--- src/rtl/core/kfd_pkg.sv ---
// ----------------------------------------------------------------------------
// kfd_pkg: shared types and constants of the KISS frame deframer
// Holds the request and result payload structs, the KISS special byte
// codes, the record kinds and the frame status codes.
// ----------------------------------------------------------------------------
package kfd_pkg;

	localparam int CAP_W      = 10;   // width of the capacity register
	localparam int COUNT_OUT_W = 10;  // width of the reported byte count

	localparam logic [7:0] BYTE_FEND  = 8'hC0;
	localparam logic [7:0] BYTE_FESC  = 8'hDB;
	localparam logic [7:0] BYTE_TFEND = 8'hDC;
	localparam logic [7:0] BYTE_TFESC = 8'hDD;

	localparam logic REC_DATA = 1'b0;
	localparam logic REC_END  = 1'b1;

	localparam logic [1:0] ST_OK     = 2'd0;
	localparam logic [1:0] ST_BADRX  = 2'd1;
	localparam logic [1:0] ST_BADCMD = 2'd2;
	localparam logic [1:0] ST_OVFL   = 2'd3;

	typedef struct packed {
		logic [7:0] rx_byte;
		logic       rx_error;
	} in_t;

	typedef struct packed {
		logic                   record_kind;
		logic [7:0]             data_byte;
		logic [3:0]             port_number;
		logic [COUNT_OUT_W-1:0] byte_count;
		logic [1:0]             status;
	} out_t;

	typedef struct packed {
		logic emit;
		out_t rec;
	} res_t;

endpackage

--- src/rtl/core/kfd_parser.sv ---
// ----------------------------------------------------------------------------
// kfd_parser: KISS framing state and per-byte decode
// Holds the frame state and the capacity register, decodes one request
// per enabled cycle and reports at most one result record for it.
// ----------------------------------------------------------------------------
module kfd_parser #(
	parameter int COUNT_WIDTH = 10
) (
	input  logic                          clk,
	input  logic                          arst_n,
	input  logic                          step,
	input  kfd_pkg::in_t                  item,
	input  logic                          cfg_we,
	input  logic [kfd_pkg::CAP_W-1:0]     cfg_wdata,
	output kfd_pkg::res_t                 res
);
	import kfd_pkg::*;

	localparam int CMP_W = (COUNT_WIDTH > CAP_W) ? COUNT_WIDTH : CAP_W;

	logic                   in_frame_q, expect_cmd_q, esc_q, frame_valid_q;
	logic [3:0]             port_q;
	logic [COUNT_WIDTH-1:0] count_q;
	logic [CAP_W-1:0]       capacity_q;

	logic                   in_frame_d, expect_cmd_d, esc_d, frame_valid_d;
	logic [3:0]             port_d;
	logic [COUNT_WIDTH-1:0] count_d;
	logic                   go_idle;
	logic [CMP_W-1:0]       count_ext, cap_ext;
	logic [7:0]             c;

	assign count_ext = CMP_W'(count_q);
	assign cap_ext   = CMP_W'(capacity_q);
	assign c         = item.rx_byte;

	always_comb begin
		in_frame_d    = in_frame_q;
		expect_cmd_d  = expect_cmd_q;
		esc_d         = esc_q;
		frame_valid_d = frame_valid_q;
		port_d        = port_q;
		count_d       = count_q;
		go_idle       = 1'b0;
		res           = '0;

		priority if (item.rx_error) begin
			res.emit            = 1'b1;
			res.rec.record_kind = REC_END;
			res.rec.status      = ST_BADRX;
			go_idle             = 1'b1;
		end else if (!in_frame_q) begin
			if (c == BYTE_FEND) begin
				in_frame_d   = 1'b1;
				expect_cmd_d = 1'b1;
			end
		end else if (expect_cmd_q) begin
			expect_cmd_d = 1'b0;
			port_d       = c[7:4];
			if (c[3:0] == 4'd0) begin
				frame_valid_d = 1'b1;
			end else begin
				res.emit            = 1'b1;
				res.rec.record_kind = REC_END;
				res.rec.status      = ST_BADCMD;
				go_idle             = 1'b1;
			end
		end else if (esc_q) begin
			esc_d = 1'b0;
			if (frame_valid_q && (c == BYTE_TFEND || c == BYTE_TFESC)) begin
				res.emit              = 1'b1;
				res.rec.record_kind   = REC_DATA;
				res.rec.data_byte     = (c == BYTE_TFEND) ? BYTE_FEND : BYTE_FESC;
				count_d               = count_q + 1'b1;
			end
		end else if (c == BYTE_FEND) begin
			res.emit            = 1'b1;
			res.rec.record_kind = REC_END;
			res.rec.port_number = port_q;
			res.rec.byte_count  = count_ext[COUNT_OUT_W-1:0];
			res.rec.status      = ST_OK;
			go_idle             = 1'b1;
		end else if (count_ext == cap_ext) begin
			res.emit            = 1'b1;
			res.rec.record_kind = REC_END;
			res.rec.status      = ST_OVFL;
			go_idle             = 1'b1;
		end else if (c == BYTE_FESC) begin
			esc_d = 1'b1;
		end else if (frame_valid_q) begin
			res.emit            = 1'b1;
			res.rec.record_kind = REC_DATA;
			res.rec.data_byte   = c;
			count_d             = count_q + 1'b1;
		end

		if (go_idle) begin
			in_frame_d    = 1'b0;
			expect_cmd_d  = 1'b0;
			esc_d         = 1'b0;
			frame_valid_d = 1'b0;
			port_d        = '0;
			count_d       = COUNT_WIDTH'(1);
		end
	end

	always_ff @(posedge clk or negedge arst_n) begin
		if (!arst_n) begin
			in_frame_q    <= 1'b0;
			expect_cmd_q  <= 1'b0;
			esc_q         <= 1'b0;
			frame_valid_q <= 1'b0;
			port_q        <= '0;
			count_q       <= COUNT_WIDTH'(1);
			capacity_q    <= '1;
		end else begin
			if (cfg_we) begin
				capacity_q <= cfg_wdata;
			end
			if (step) begin
				in_frame_q    <= in_frame_d;
				expect_cmd_q  <= expect_cmd_d;
				esc_q         <= esc_d;
				frame_valid_q <= frame_valid_d;
				port_q        <= port_d;
				count_q       <= count_d;
			end
		end
	end

	// Once the command byte is taken, a frame that is still open is a data frame.
	a_open_is_data: assert property (@(posedge clk) disable iff (!arst_n)
		(in_frame_q && !expect_cmd_q) |-> frame_valid_q)
		else $error("open frame past its command byte is not marked as data");

	a_flags_need_frame: assert property (@(posedge clk) disable iff (!arst_n)
		(esc_q || expect_cmd_q || frame_valid_q) |-> in_frame_q)
		else $error("frame flag set while idle");

	a_error_closes: assert property (@(posedge clk) disable iff (!arst_n)
		(step && item.rx_error) |=> (!in_frame_q && count_q == COUNT_WIDTH'(1)))
		else $error("receive error did not return the parser to idle");

	a_data_counts: assert property (@(posedge clk) disable iff (!arst_n)
		(step && res.emit && res.rec.record_kind == REC_DATA)
		|=> (count_q == $past(count_q) + 1'b1))
		else $error("data record did not advance the byte count");

endmodule

--- src/rtl/core/kiss_frame_deframer_top.sv ---
// ----------------------------------------------------------------------------
// kiss_frame_deframer_top: KISS receive deframer
// Takes one received byte or receive-error marker per request and returns
// decoded data bytes and one summary record at the end of each frame.
//
//  Channel  Signals                        Dir  Payload
//  -------  -----------------------------  ---  ------------------------------
//  input    in_valid, in_ready, in_data    in   rx_byte, rx_error
//  output   out_valid, out_ready, out_data out  record_kind .. status
//  config   cfg_we, cfg_wdata              in   capacity (10 bits)
//
// A request is registered on acceptance and decoded once it advances out of
// the input stage, where the result, if any, is written to the output register.
// One request is accepted every cycle while the output register drains.
// The output register holds a waiting result; the input stage stalls only when
// both it and the output register are full. Reset sets capacity to 1023 and
// the parser to idle outside any frame.
// ----------------------------------------------------------------------------
module kiss_frame_deframer_top #(
	parameter int COUNT_WIDTH = 10
) (
	input  logic                          clk,
	input  logic                          arst_n,
	input  logic                          in_valid,
	output logic                          in_ready,
	input  kfd_pkg::in_t                  in_data,
	output logic                          out_valid,
	input  logic                          out_ready,
	output kfd_pkg::out_t                 out_data,
	input  logic                          cfg_we,
	input  logic [kfd_pkg::CAP_W-1:0]     cfg_wdata
);
	import kfd_pkg::*;

	logic valid_s1;
	in_t  item_s1;
	logic out_valid_q;
	out_t out_q;
	logic advance;
	res_t res;

	assign advance   = valid_s1 && (!out_valid_q || out_ready);
	assign in_ready  = !valid_s1 || advance;
	assign out_valid = out_valid_q;
	assign out_data  = out_q;

	kfd_parser #(
		.COUNT_WIDTH(COUNT_WIDTH)
	) u_parser (
		.clk       (clk),
		.arst_n    (arst_n),
		.step      (advance),
		.item      (item_s1),
		.cfg_we    (cfg_we),
		.cfg_wdata (cfg_wdata),
		.res       (res)
	);

	always_ff @(posedge clk or negedge arst_n) begin
		if (!arst_n) begin
			valid_s1    <= 1'b0;
			out_valid_q <= 1'b0;
		end else begin
			if (in_valid && in_ready) begin
				valid_s1 <= 1'b1;
			end else if (advance) begin
				valid_s1 <= 1'b0;
			end
			if (advance) begin
				out_valid_q <= res.emit;
			end else if (out_ready) begin
				out_valid_q <= 1'b0;
			end
		end
	end

	always_ff @(posedge clk) begin
		if (in_valid && in_ready) begin
			item_s1 <= in_data;
		end
		if (advance && res.emit) begin
			out_q <= res.rec;
		end
	end

endmodule

--- config.mk ---
export PLATFORM = sky130hd
export DESIGN_NAME = kiss_frame_deframer_top
export DESIGN_NICKNAME = d
export VERILOG_FILES = /design/src/rtl/core/kfd_pkg.sv /design/src/rtl/core/kfd_parser.sv /design/src/rtl/core/kiss_frame_deframer_top.sv
export SDC_FILE = /design/constraint.sdc
export NUM_CORES = 1
export LEC_CHECK = 0
export ABC_CLOCK_PERIOD_IN_PS = 3300
export BUFFER_PORTS_ARGS = -buffer_cell sky130_fd_sc_hd__buf_4
export CAP_MARGIN = 40
export CORE_ASPECT_RATIO = 1.2
export CORE_MARGIN = 3
export CORE_UTILIZATION = 55
export DETAILED_ROUTE_END_ITERATION = 7
export PLACE_DENSITY = 0.78
export SLEW_MARGIN = 15
export SYNTH_ARGS = -nofsm -noshare
export SYNTH_HDL_FRONTEND = slang
export SYNTH_SLANG_ARGS = --single-unit
--- constraint.sdc ---
create_clock -name clk -period 3.3 [get_ports clk]
set_input_delay 0.165 -clock clk [delete_from_list [all_inputs] [get_ports clk]]
set_output_delay 0.165 -clock clk [all_outputs]
set_load 0.1 [all_outputs]
==> results of run 1 <==
-- cell families (layout without fill, tap and decap cells) --
| group | after synthesis | count (layout) | synth area share (%) |
|---|---|---|---|
| flip-flops | 64 | 64 | 59.5 |
| multiplexers | 11 | 11 | 4.09 |
| adder cells (fa/ha/maj) | 1 | 1 | 0.417 |
| AND/OR/NAND/NOR | 98 | 98 | 18.6 |
| buffers and inverters | 17 | 87 | 2.59 |
| AO/OA/AOI/OAI | 49 | 49 | 11.6 |
| XOR/XNOR | 11 | 11 | 3.21 |
-- power by group through the flow --
stage          clock, W  sequential, W  combinational [W]
2_1_floorplan         0       0.000997          0.0000659
3_3_place_gp          0       0.000925           0.000201
3_5_place_dp          0       0.000926           0.000204
4_1_cts        0.000691       0.000911           0.000213
5_1_grt        0.000727       0.000914           0.000226
6_report       0.000680       0.000911           0.000212
-- sequential cells by signal, summed over array words and instances (netlist names) --
name / flops
u_parser.esc_q: 1
out_valid: 1
u_parser.frame_valid_q: 1
u_parser.cap_ext: 10
u_parser.in_frame_q: 1
valid_s1: 1
item_s1: 9
u_parser.count_ext: 10
out_data: 25
u_parser.expect_cmd_q: 1
u_parser.port_q: 4
-- routing by layer --
metal / track usage [%] / vias up / share of wire (%)
li1: - / 1063 / -
met1: 28.5 / 1015 / 44
met2: 33.0 / 68 / 48
met3: 3.93 / 12 / 4.8
met4: 13.7 / 0 / 2.3
met5: 0 / - / 0
-- synth_stat cells (2+ instances only) --
cell type | instances | area [µm²]
sky130_fd_sc_hd__dfstp_2 | 11 | 289
sky130_fd_sc_hd__dfrtp_1 | 19 | 475
sky130_fd_sc_hd__nand4_1 | 7 | 43.8
sky130_fd_sc_hd__o21ai_0 | 7 | 35.0
sky130_fd_sc_hd__inv_1 | 6 | 22.5
sky130_fd_sc_hd__nor3b_1 | 2 | 15.0
sky130_fd_sc_hd__xnor2_1 | 10 | 87.6
sky130_fd_sc_hd__buf_2 | 2 | 10.0
sky130_fd_sc_hd__a21o_1 | 5 | 37.5
sky130_fd_sc_hd__nor2_1 | 11 | 41.3
sky130_fd_sc_hd__o21ai_2 | 4 | 35.0
sky130_fd_sc_hd__or4_1 | 2 | 15.0
sky130_fd_sc_hd__nand2b_1 | 3 | 18.8
sky130_fd_sc_hd__clkbuf_1 | 6 | 22.5
sky130_fd_sc_hd__and2_1 | 18 | 113
sky130_fd_sc_hd__a31oi_1 | 2 | 12.5
sky130_fd_sc_hd__nand3_1 | 12 | 60.1
sky130_fd_sc_hd__mux2_2 | 10 | 113
sky130_fd_sc_hd__a21oi_1 | 14 | 70.1
sky130_fd_sc_hd__and4_1 | 2 | 17.5
sky130_fd_sc_hd__and3_1 | 3 | 18.8
sky130_fd_sc_hd__nor3_1 | 6 | 30.0
sky130_fd_sc_hd__nand2_1 | 17 | 63.8
sky130_fd_sc_hd__o211ai_1 | 2 | 15.0
sky130_fd_sc_hd__o21a_1 | 3 | 22.5
sky130_fd_sc_hd__edfxtp_1 | 34 | 1020
sky130_fd_sc_hd__and4b_1 | 2 | 20.0
sky130_fd_sc_hd__or3_1 | 8 | 50.1
-- cell type report --
cell class              instances  area, µm²
repair buffers                 65        513
multi-input cells             170       1140
clock inverters                 3       20.0
flip-flops and latches         64       1790
well taps                      60       75.1
fillers                       370       1370
clock buffers                  13        191
inverters                       6       22.5
-- metrics by stage --
stage               util, %  instances
finish                 73.2        381
global route           73.2        381
CTS                    73.2        381
detailed placement     67.1        355
global placement       67.1        355
floorplan                 -        251
-- final timing paths --
check                                         from                    end  slack [ns]  cells after the start
worst max register to register          item_s1[2]           out_data[17]        0.45                      6
worst min-delay path                      in_valid               valid_s1        0.02                      2
worst min register to register  u_parser.port_q[0]     u_parser.port_q[0]        0.52                      2
min in group asynchronous                   arst_n  u_parser.count_ext[7]        0.27                      2
max in group asynchronous                   arst_n    u_parser.cap_ext[6]        2.70                      2
worst max-delay path                    item_s1[2]           out_data[17]        0.45                      6
-- what timing repair did --
item                       4_1_cts  5_1_grt
hold endpoints to repair        28        0
setup endpoints to repair        0        0
setup buffers                    0        0
hold buffers                    10        0
==> metrics.md, run 1 <==
| Metric | Value |
|---|---|
| Clock tree from TritonCTS | built |
| Maximum level of the CTS H-tree | 3 |
| Worst hold slack | 0.0184 ns |
| Largest net degree at the start of global routing | 31 |
| Instance area after placement | 0.00343 mm² |
| Worst Setup Slack, final | 0.450 ns |
| 1st-pass router iterations | 4 |
| Buf/Inv on CP | 2 |
| Number of nets in the layout | 341 |
| Total track usage | 21.7% |
| Crit end category | register |
| Final critical path time including I/O delays and setup | 2.85 ns |
| Mean cell area of the mapped netlist | 12.0 µm² |
| Routed wire length | 6140 µm |
| Later-pin clock latency in the skew report | 0.35 ns |
| Switching share of power | 25.5% |
| Total of max-cap violations | 0 |
| Routability-driven placement congestion ratio | 0.914 |
| Clock root cell | sky130_fd_sc_hd__clkbuf_8 |
| Sequential-to-total area share from yosys stat | 59.5% |
| Sink Count | 64 |
| Top Ports | 51 |
| Number of nets in the synthesized netlist | 276 |
| Per-cell via count in the routed design | 5.66 |
| Number of core rows | 28 |
| Number of antenna violations at the first check in global routing | 0 |
| Most frequent cells in the layout | sky130_fd_sc_hd__buf_4 (55), sky130_fd_sc_hd__edfxtp_1 (34), sky130_fd_sc_hd__dfrtp_1 (19) |
| Final Hold Vio Count | 0 |
| Hold crit path type | in -> reg |
| Worst setup slack after placement | 0.475 ns |
| Routed WL per cell | 16.1 µm |
| Area Overhead vs Synth | 24.8% |
| Largest stage delay on the critical path | 0.67 ns |
| Worst setup skew after layout | 0.0103 ns |
| Number of warnings reported in the yosys synthesis log | 0 |
| Flop and latch count out of synthesis | 64 |
| Total clock buffers created by CTS | 9 |
| Post-route total power | 0.00180 W |
| Internal power | 0.00134 W |
| Most common library cell in the layout ignoring fill and taps | sky130_fd_sc_hd__buf_4 |
| Portion of total power attributed to combinational logic | 11.7% |
| Die Ht | 86.9 µm |
| Worst endpoint data arrival time | 2.87 ns |
| Global-route wire length before repair | 10,300 µm |
| Antenna cells | 0 |
| Net switching power | 0.000460 W |
| Vias | 2,158 |
| Unrepaired setup endpoints after global routing | false |
| Max Buffers Root-to-Sink | 2 |
| Clock-pin slew reported for the worst setup and hold paths after clock tree synthesis | 0.07 ns |
| Sum Neg Setup Slack | 0 ns |
| Post-detailed-route count of antenna-violating nets | 0 |
| Slew margin rel. | 54.1% |
| Global route total overflow | 0 |
| Outcome | finished clean |
| Maximum fanout count along the critical path | 25 |
| Number of synthesized flops with an enable pin | 34 |
| Share of power burned in registers | 50.5% |
| Die footprint | 0.00638 mm² |
| Class of the most critical setup path | reg -> reg |
| Final Max Tran Viols | 0 |
| Final standard cell area without fillers | 0.00374 mm² |
| Worst-margin pin slew | 0.684 ns |
| Yosys cell types | 51 |
| Synth Instances | 251 |
| Worst path cell trace | or4_1 > or3_1 > a31oi_2 > o21bai_1 > inv_1 > buf_4 |
| Vias in the first global route | 2,152 |
| Count of unresolved DRC violations after routing | 0 |
| Element type at the critical path start | register |
| Leak pwr | 1.48 nW |
| Power density over cell area | 481 mW/mm² |
| Family of cells with the greatest summed delay on the critical path | simple AND/OR/NAND/NOR gates |
| Total of cells resized after clock tree synthesis | 0 |
| Cell with the biggest individual delay on the critical path | sky130_fd_sc_hd__or4_1 |
| Achievable frequency | 0.351 GHz |
| Initial DRC Count | 119 |
| Width of the die | 73.4 µm |
| Top flip-flop cell by instance count after synthesis | sky130_fd_sc_hd__edfxtp_1 |
| Proportion of synthesized flip-flops having asynchronous set or reset | 46.9% |
| Fraction of final layout cells with drive strength greater than 1 | 30.8% |
| Crit share post-route | 86.4% |
| Number of input and output port buffers inserted | 50 |
| Clock Power Share | 37.7% |
| Worst IR drop on VDD | 0.318 mV |
| Total half-perimeter wirelength after legalization and detailed placement | 4410 µm |
| Post-synthesis instance area | 0.00300 mm² |
| Core area | 0.00511 mm² |
| Critical path required time | 3.32 ns |
| Total of endpoints with negative setup slack in the final report | 0 |
| Initial cell density of the core | 58.7% |
Note: power is estimated with default switching activity, not from simulation.
==> inputs of run 2 (changes only) <==
PLACE_DENSITY = 0.81   (was 0.78)
SETUP_SLACK_MARGIN = 0.1   (was unset)
==> metrics.md, run 2 (same netlist as run 1, synthesis figures left out) <==
| Metric | Value |
|---|---|
| Outcome | finished clean |
| Clock-pin slew reported for the worst setup and hold paths after clock tree synthesis | 0.07 ns |
| Total of max-cap violations | 0 |
| Worst path cell trace | or4_1 > or3_1 > a31oi_2 > o21bai_1 > inv_1 > buf_4 |
| Global route total overflow | 0 |
| Maximum fanout count along the critical path | 25 |
| Antenna cells | 0 |
| Worst hold path startpoint | in_data[5] |
| Total of endpoints with negative setup slack in the final report | 0 |
| Clock tree from TritonCTS | built |
| Count of unresolved DRC violations after routing | 0 |
| Max Buffers Root-to-Sink | 2 |
| Element type at the critical path start | register |
| Routability-driven placement congestion ratio | 1.01 |
| Buf/Inv on CP | 2 |
| Width of the die | 73.4 µm |
| Per-cell via count in the routed design | 5.69 |
| Worst endpoint data arrival time | 2.88 ns |
| Routed wire length | 5900 µm |
| Final Hold Vio Count | 0 |
| Critical path required time | 3.31 ns |
| Worst IR drop on VDD | 0.395 mV |
| Core area | 0.00511 mm² |
| Initial cell density of the core | 58.7% |
| Clock root cell | sky130_fd_sc_hd__clkbuf_8 |
| Vias in the first global route | 2,148 |
| Total track usage | 20.8% |
| Area Overhead vs Synth | 24.0% |
| Number of antenna violations at the first check in global routing | 0 |
| Leak pwr | 1.47 nW |
| Later-pin clock latency in the skew report | 0.34 ns |
| Slack of the worst reg-to-reg path | 0.43 ns |
| Slew margin rel. | 60.3% |
| Final Max Tran Viols | 0 |
| Instance count along the most critical hold path | 1 |
| Worst reg2reg path endpoint | out_data[22] |
| Crit share post-route | 87.0% |
| Top Ports | 51 |
| Hold crit path type | in -> reg |
| Count of cells along the worst register-to-register path | 6 |
| Die Ht | 86.9 µm |
| Achievable frequency | 0.348 GHz |
| Sum Neg Setup Slack | 0 ns |
| Largest net degree at the start of global routing | 31 |
| Worst-margin pin slew | 0.592 ns |
| Total clock buffers created by CTS | 9 |
| Total half-perimeter wirelength after legalization and detailed placement | 4310 µm |
| Sink Count | 64 |
| Vias | 2,162 |
| Fraction of final layout cells with drive strength greater than 1 | 31.3% |
| Class of the most critical setup path | reg -> reg |
| Number of nets in the layout | 340 |
| Number of input and output port buffers inserted | 50 |
| Die footprint | 0.00638 mm² |
| Worst setup skew after layout | 0.00742 ns |
| Most common library cell in the layout ignoring fill and taps | sky130_fd_sc_hd__buf_4 |
| R2r startpoint | item_s1[2] |
| Cell with the biggest individual delay on the critical path | sky130_fd_sc_hd__or4_1 |
| 1st-pass router iterations | 4 |
| Final critical path time including I/O delays and setup | 2.87 ns |
| Crit end category | register |
| Initial DRC Count | 157 |
| Maximum level of the CTS H-tree | 3 |
| Unrepaired setup endpoints after global routing | false |
| Family of cells with the greatest summed delay on the critical path | simple AND/OR/NAND/NOR gates |
| Power density over cell area | 476 mW/mm² |
| Endpoint with the worst hold slack | item_s1[5] |
| Global-route wire length before repair | 10,100 µm |
| Number of standard cells in the final layout excluding fillers | 380 |
| DP Cell Count | 355 |
| Largest stage delay on the critical path | 0.67 ns |
| Number of core rows | 28 |
| Routed WL per cell | 15.5 µm |
| Post-detailed-route count of antenna-violating nets | 0 |
| Most frequent cells in the layout | sky130_fd_sc_hd__buf_4 (55), sky130_fd_sc_hd__edfxtp_1 (34), sky130_fd_sc_hd__dfrtp_1 (19) |
| Flip-flop count of the largest register after layout | 25 |
## run 2: repair_timing
action                                 in CTS  in global routing
endpoints found under the hold margin      27                  0
setup buffers                               0                  0
hold buffers                                9                  0
resized for setup                           0                  0
## run 2: how the worst max path moves through the flow
stage | endpoint | cells past startpoint | start
floorplan | out_data[0] | 7 | item_s1[2]
global placement | out_data[16] | 6 | item_s1[2]
detailed placement | out_data[18] | 6 | item_s1[2]
CTS | out_data[18] | 6 | item_s1[2]
global route | out_data[16] | 6 | item_s1[2]
finish | out_data[22] | 6 | item_s1[2]
## run 2: metal layers
metal | wire length (µm) | track usage (%) | vias to the layer above
met5 | 0 | 0 | -
li1 | - | - | 1056
met4 | 102 | 9.72 | 0
met3 | 321 | 3.58 | 9
met1 | 2650 | 28.9 | 1013
met2 | 2830 | 31.8 | 84
## run 2: per-stage QoR
| stage | total power (W) | setup WS [ns] | hold WS (ns) | cell area [µm²] | util (%) |
|---|---|---|---|---|---|
| floorplan | 0.00106 | 0.449 | -0.131 | 3000 | - |
| global placement | 0.00112 | 0.568 | 0.111 | 3430 | 67.1 |
| detailed placement | 0.00113 | 0.466 | 0.112 | 3430 | 67.1 |
| CTS | 0.00179 | 0.445 | 0.00505 | 3720 | 72.7 |
| global route | 0.00183 | 0.236 | 0.00602 | 3720 | 72.7 |
| finish | 0.00177 | 0.429 | 0.0196 | 3720 | 72.7 |
## run 2: power by group
part,switching [W],total [W],leakage (nW),internal [W]
Combinational,0.000139,0.000212,0.677,0.0000723
Clock,0.000302,0.000649,0.0952,0.000348
Sequential,0.0000241,0.000910,0.699,0.000886
## run 2: final cells by class
cell class	count	area, µm²
clock buffers	9	124
clock inverters	7	72.6
fillers	376	1400
inverters	6	22.5
multi-input cells	170	1140
flip-flops and latches	64	1790
well taps	60	75.1
repair buffers	64	503
==> inputs of run 3 (changes only) <==
SYNTH_HIERARCHICAL = 1   (was unset)
==> metrics.md, run 3 <==
| Metric | Value |
|---|---|
| Flop and latch count out of synthesis | 64 |
| Register cell area after layout | 0.00179 mm² |
| Mean cell area of the mapped netlist | 13.0 µm² |
| Leak pwr | 1.43 nW |
| Routed WL per cell | 15.6 µm |
| Vias | 2,063 |
| Number of warnings reported in the yosys synthesis log | 6 |
| Total clock buffers created by CTS | 9 |
| Sequential-to-total area share from yosys stat | 60.2% |
| Worst IR drop on VDD | 0.360 mV |
| Clock tree from TritonCTS | built |
| Highest routed metal layer | met4 |
| Area of the multi-input gates | 0.00112 mm² |
| Number of nets in the layout | 320 |
| Number of input and output port buffers inserted | 50 |
| Outcome | finished clean |
| Most frequent cells in the layout | sky130_fd_sc_hd__buf_4 (51), sky130_fd_sc_hd__edfxtp_1 (34), sky130_fd_sc_hd__dfrtp_1 (19) |
| Post-synthesis instance area | 0.00297 mm² |
| Total track usage | 19.5% |
| Worst setup skew after layout | 0.0110 ns |
| Sink Count | 64 |
| Critical path required time | 3.30 ns |
| Fraction of final layout cells with drive strength greater than 1 | 36.0% |
| Count of unresolved DRC violations after routing | 0 |
| Most area-consuming cells after synthesis | sky130_fd_sc_hd__edfxtp_1 (34%), sky130_fd_sc_hd__dfrtp_1 (16%), sky130_fd_sc_hd__dfstp_2 (9.7%) |
| Vias in the first global route | 1,892 |
| Global-route wire length before repair | 9240 µm |
| Routability-driven placement congestion ratio | 0.930 |
| Internal power | 0.00135 W |
| Area Overhead vs Synth | 24.1% |
| Portion of total power attributed to combinational logic | 14.4% |
| Class of the most critical setup path | reg -> reg |
| Global route total overflow | 0 |
| Top Ports | 51 |
| Top flip-flop cell by instance count after synthesis | sky130_fd_sc_hd__edfxtp_1 |
| Worst setup slack after placement | 0.691 ns |
| Most frequently used cell type in the post-synthesis netlist | sky130_fd_sc_hd__edfxtp_1 |
| Number of core rows | 28 |
| Maximum fanout count along the critical path | 25 |
| Most common library cell in the layout ignoring fill and taps | sky130_fd_sc_hd__buf_4 |
| DRT met1 WL | 2420 µm |
| Routed wire length | 5630 µm |
| 1st-pass router iterations | 4 |
| Largest net degree at the start of global routing | 31 |
| Die footprint | 0.00632 mm² |
| Share of power burned in registers | 50.7% |
| Element type at the critical path start | register |
| Worst endpoint data arrival time | 2.63 ns |
| Worst-margin pin slew | 0.641 ns |
| Clock-pin slew reported for the worst setup and hold paths after clock tree synthesis | 0.07 ns |
| Unrepaired setup endpoints after global routing | false |
| Total of max-cap violations | 0 |
| Number of standard cells in the final layout excluding fillers | 360 |
| Per-cell via count in the routed design | 5.73 |
| Hold crit path type | in -> reg |
| Worst hold slack | 0.0443 ns |
| Number of antenna violations at the first check in global routing | 0 |
| Post-detailed-route count of antenna-violating nets | 0 |
| Cell taking the most area after synthesis | sky130_fd_sc_hd__edfxtp_1 |
| Clock Power Share | 34.9% |
| Power density over cell area | 497 mW/mm² |
| Share of the synthesized area in the top cell type | 34.4% |
| Maximum level of the CTS H-tree | 3 |
| Yosys cell types | 57 |
| Slew margin rel. | 57.0% |
| Net switching power | 0.000482 W |
| Number of synthesized flops with an enable pin | 34 |
| Proportion of synthesized flip-flops having asynchronous set or reset | 46.9% |
| Met3 WL post-DR | 330 µm |
| Core area | 0.00508 mm² |
| Crit share post-route | 79.7% |
| Final Hold Vio Count | 0 |
| Total half-perimeter wirelength after legalization and detailed placement | 3940 µm |
| Worst Setup Slack, final | 0.671 ns |
| DP Cell Count | 334 |
| Antenna cells | 0 |
| Max Buffers Root-to-Sink | 2 |
| Flip-flop count of the largest register after layout | 25 |
| Filler instances | 336 |
| Final Max Tran Viols | 0 |
| Clock root cell | sky130_fd_sc_hd__clkbuf_8 |
| Switching share of power | 26.4% |
| Final critical path time including I/O delays and setup | 2.63 ns |
| Later-pin clock latency in the skew report | 0.33 ns |
| Die Ht | 86.5 µm |
| Total of endpoints with negative setup slack in the final report | 0 |
| Number of setup buffers added after CTS | 0 |
| Width of the die | 73.1 µm |
| Synth Instances | 228 |
| Achievable frequency | 0.380 GHz |
| Crit end category | register |
| Number of nets in the synthesized netlist | 253 |
| Initial cell density of the core | 58.4% |
| Met2 wire length | 2780 µm |
| Initial DRC Count | 162 |
| Sum Neg Setup Slack | 0 ns |
| Leading cell types by count after synthesis | sky130_fd_sc_hd__edfxtp_1 (34), sky130_fd_sc_hd__dfrtp_1 (19), sky130_fd_sc_hd__nand2_1 (16) |
run 3: changes by cell type after synthesis, moves of 4 or more:
cell                       delta
sky130_fd_sc_hd__or3_1        -5
sky130_fd_sc_hd__clkbuf_1     -4
sky130_fd_sc_hd__o21ai_2      -4
sky130_fd_sc_hd__a21o_1       -5
sky130_fd_sc_hd__o311ai_1     +5
sky130_fd_sc_hd__nor3_1       -4
sky130_fd_sc_hd__o21ai_0      -5
sky130_fd_sc_hd__o31ai_1      +6
sky130_fd_sc_hd__a22o_1       +4
sky130_fd_sc_hd__a21oi_1      -8
run 3: stage by stage:
step           power, W  area (µm²)  util (%)
2_1_floorplan   0.00112        2970         -
3_3_place_gp    0.00119        3390      66.8
5_1_grt         0.00191        3680      72.5
4_1_cts         0.00185        3680      72.5
3_5_place_dp    0.00120        3390      66.8
6_report        0.00183        3680      72.5
run 3: area by class of cell:
cell class	count	share of cell area, %
Timing Repair Buffer	61	13.1
Multi-Input combinational cell	152	30.5
Clock inverter	4	1.22
Clock buffer	12	3.94
Tap cell	60	2.04
Sequential cell	64	48.5
Inverter	7	0.713
run 3: critical path, cell delays in order, from the launching register on:
cell                       delay [ns]
sky130_fd_sc_hd__edfxtp_1        0.44
sky130_fd_sc_hd__or4_4           0.59
sky130_fd_sc_hd__nor3_4          0.27
sky130_fd_sc_hd__a221oi_2        0.13
sky130_fd_sc_hd__a21oi_4         0.22
sky130_fd_sc_hd__a31o_2          0.13
sky130_fd_sc_hd__nand2_1         0.07
sky130_fd_sc_hd__nor2b_2         0.12
sky130_fd_sc_hd__buf_4           0.32
run 3: logic make-up (layout without fill, tap and decap cells):
kind of cell | after synthesis | in the layout | share of synthesized area [%]
AOI/OAI and AO/OA | 40 | 40 | 10.9
and+or+nand+nor | 89 | 89 | 19.0
adders and majority gates | 1 | 1 | 0.422
DFF | 64 | 64 | 60.2
xor gates and xnor gates | 10 | 10 | 2.95
muxes | 12 | 12 | 4.47
buffers and inverters | 12 | 84 | 2.07
run 3: path summary, 6_finish.rpt:
kind                       depth (start not counted)                from  slack [ns]                     to
min in group asynchronous                          2              arst_n        0.31  u_parser/count_ext[8]
max                                                8          item_s1[2]        0.67           out_data[13]
max reg2reg                                        8          item_s1[2]        0.67           out_data[13]
min reg2reg                                        1  u_parser/port_q[3]        0.50     u_parser/port_q[3]
min                                                2            in_valid        0.04               valid_s1
max in group asynchronous                          2              arst_n        2.67    u_parser/cap_ext[6]
run 3: power by group through the flow:
stage | Combinational [W] | Clock, W | Sequential, W
2_1_floorplan | 0.0000880 | 0 | 0.00103
5_1_grt | 0.000277 | 0.000701 | 0.000932
4_1_cts | 0.000265 | 0.000655 | 0.000927
6_report | 0.000264 | 0.000639 | 0.000928
3_5_place_dp | 0.000255 | 0 | 0.000943
3_3_place_gp | 0.000251 | 0 | 0.000941
run 3: per-layer routing:
layer | global-route usage [%] | vias up
li1 | - | 992
met1 | 26.7 | 979
met2 | 28.7 | 84
met3 | 3.83 | 8
met4 | 11.6 | 0
met5 | 0 | -
run 3: repair_timing:
action,4_1_cts,5_1_grt
hold buffers,10,0
endpoints found under the hold margin,28,0
gates resized for setup,0,0
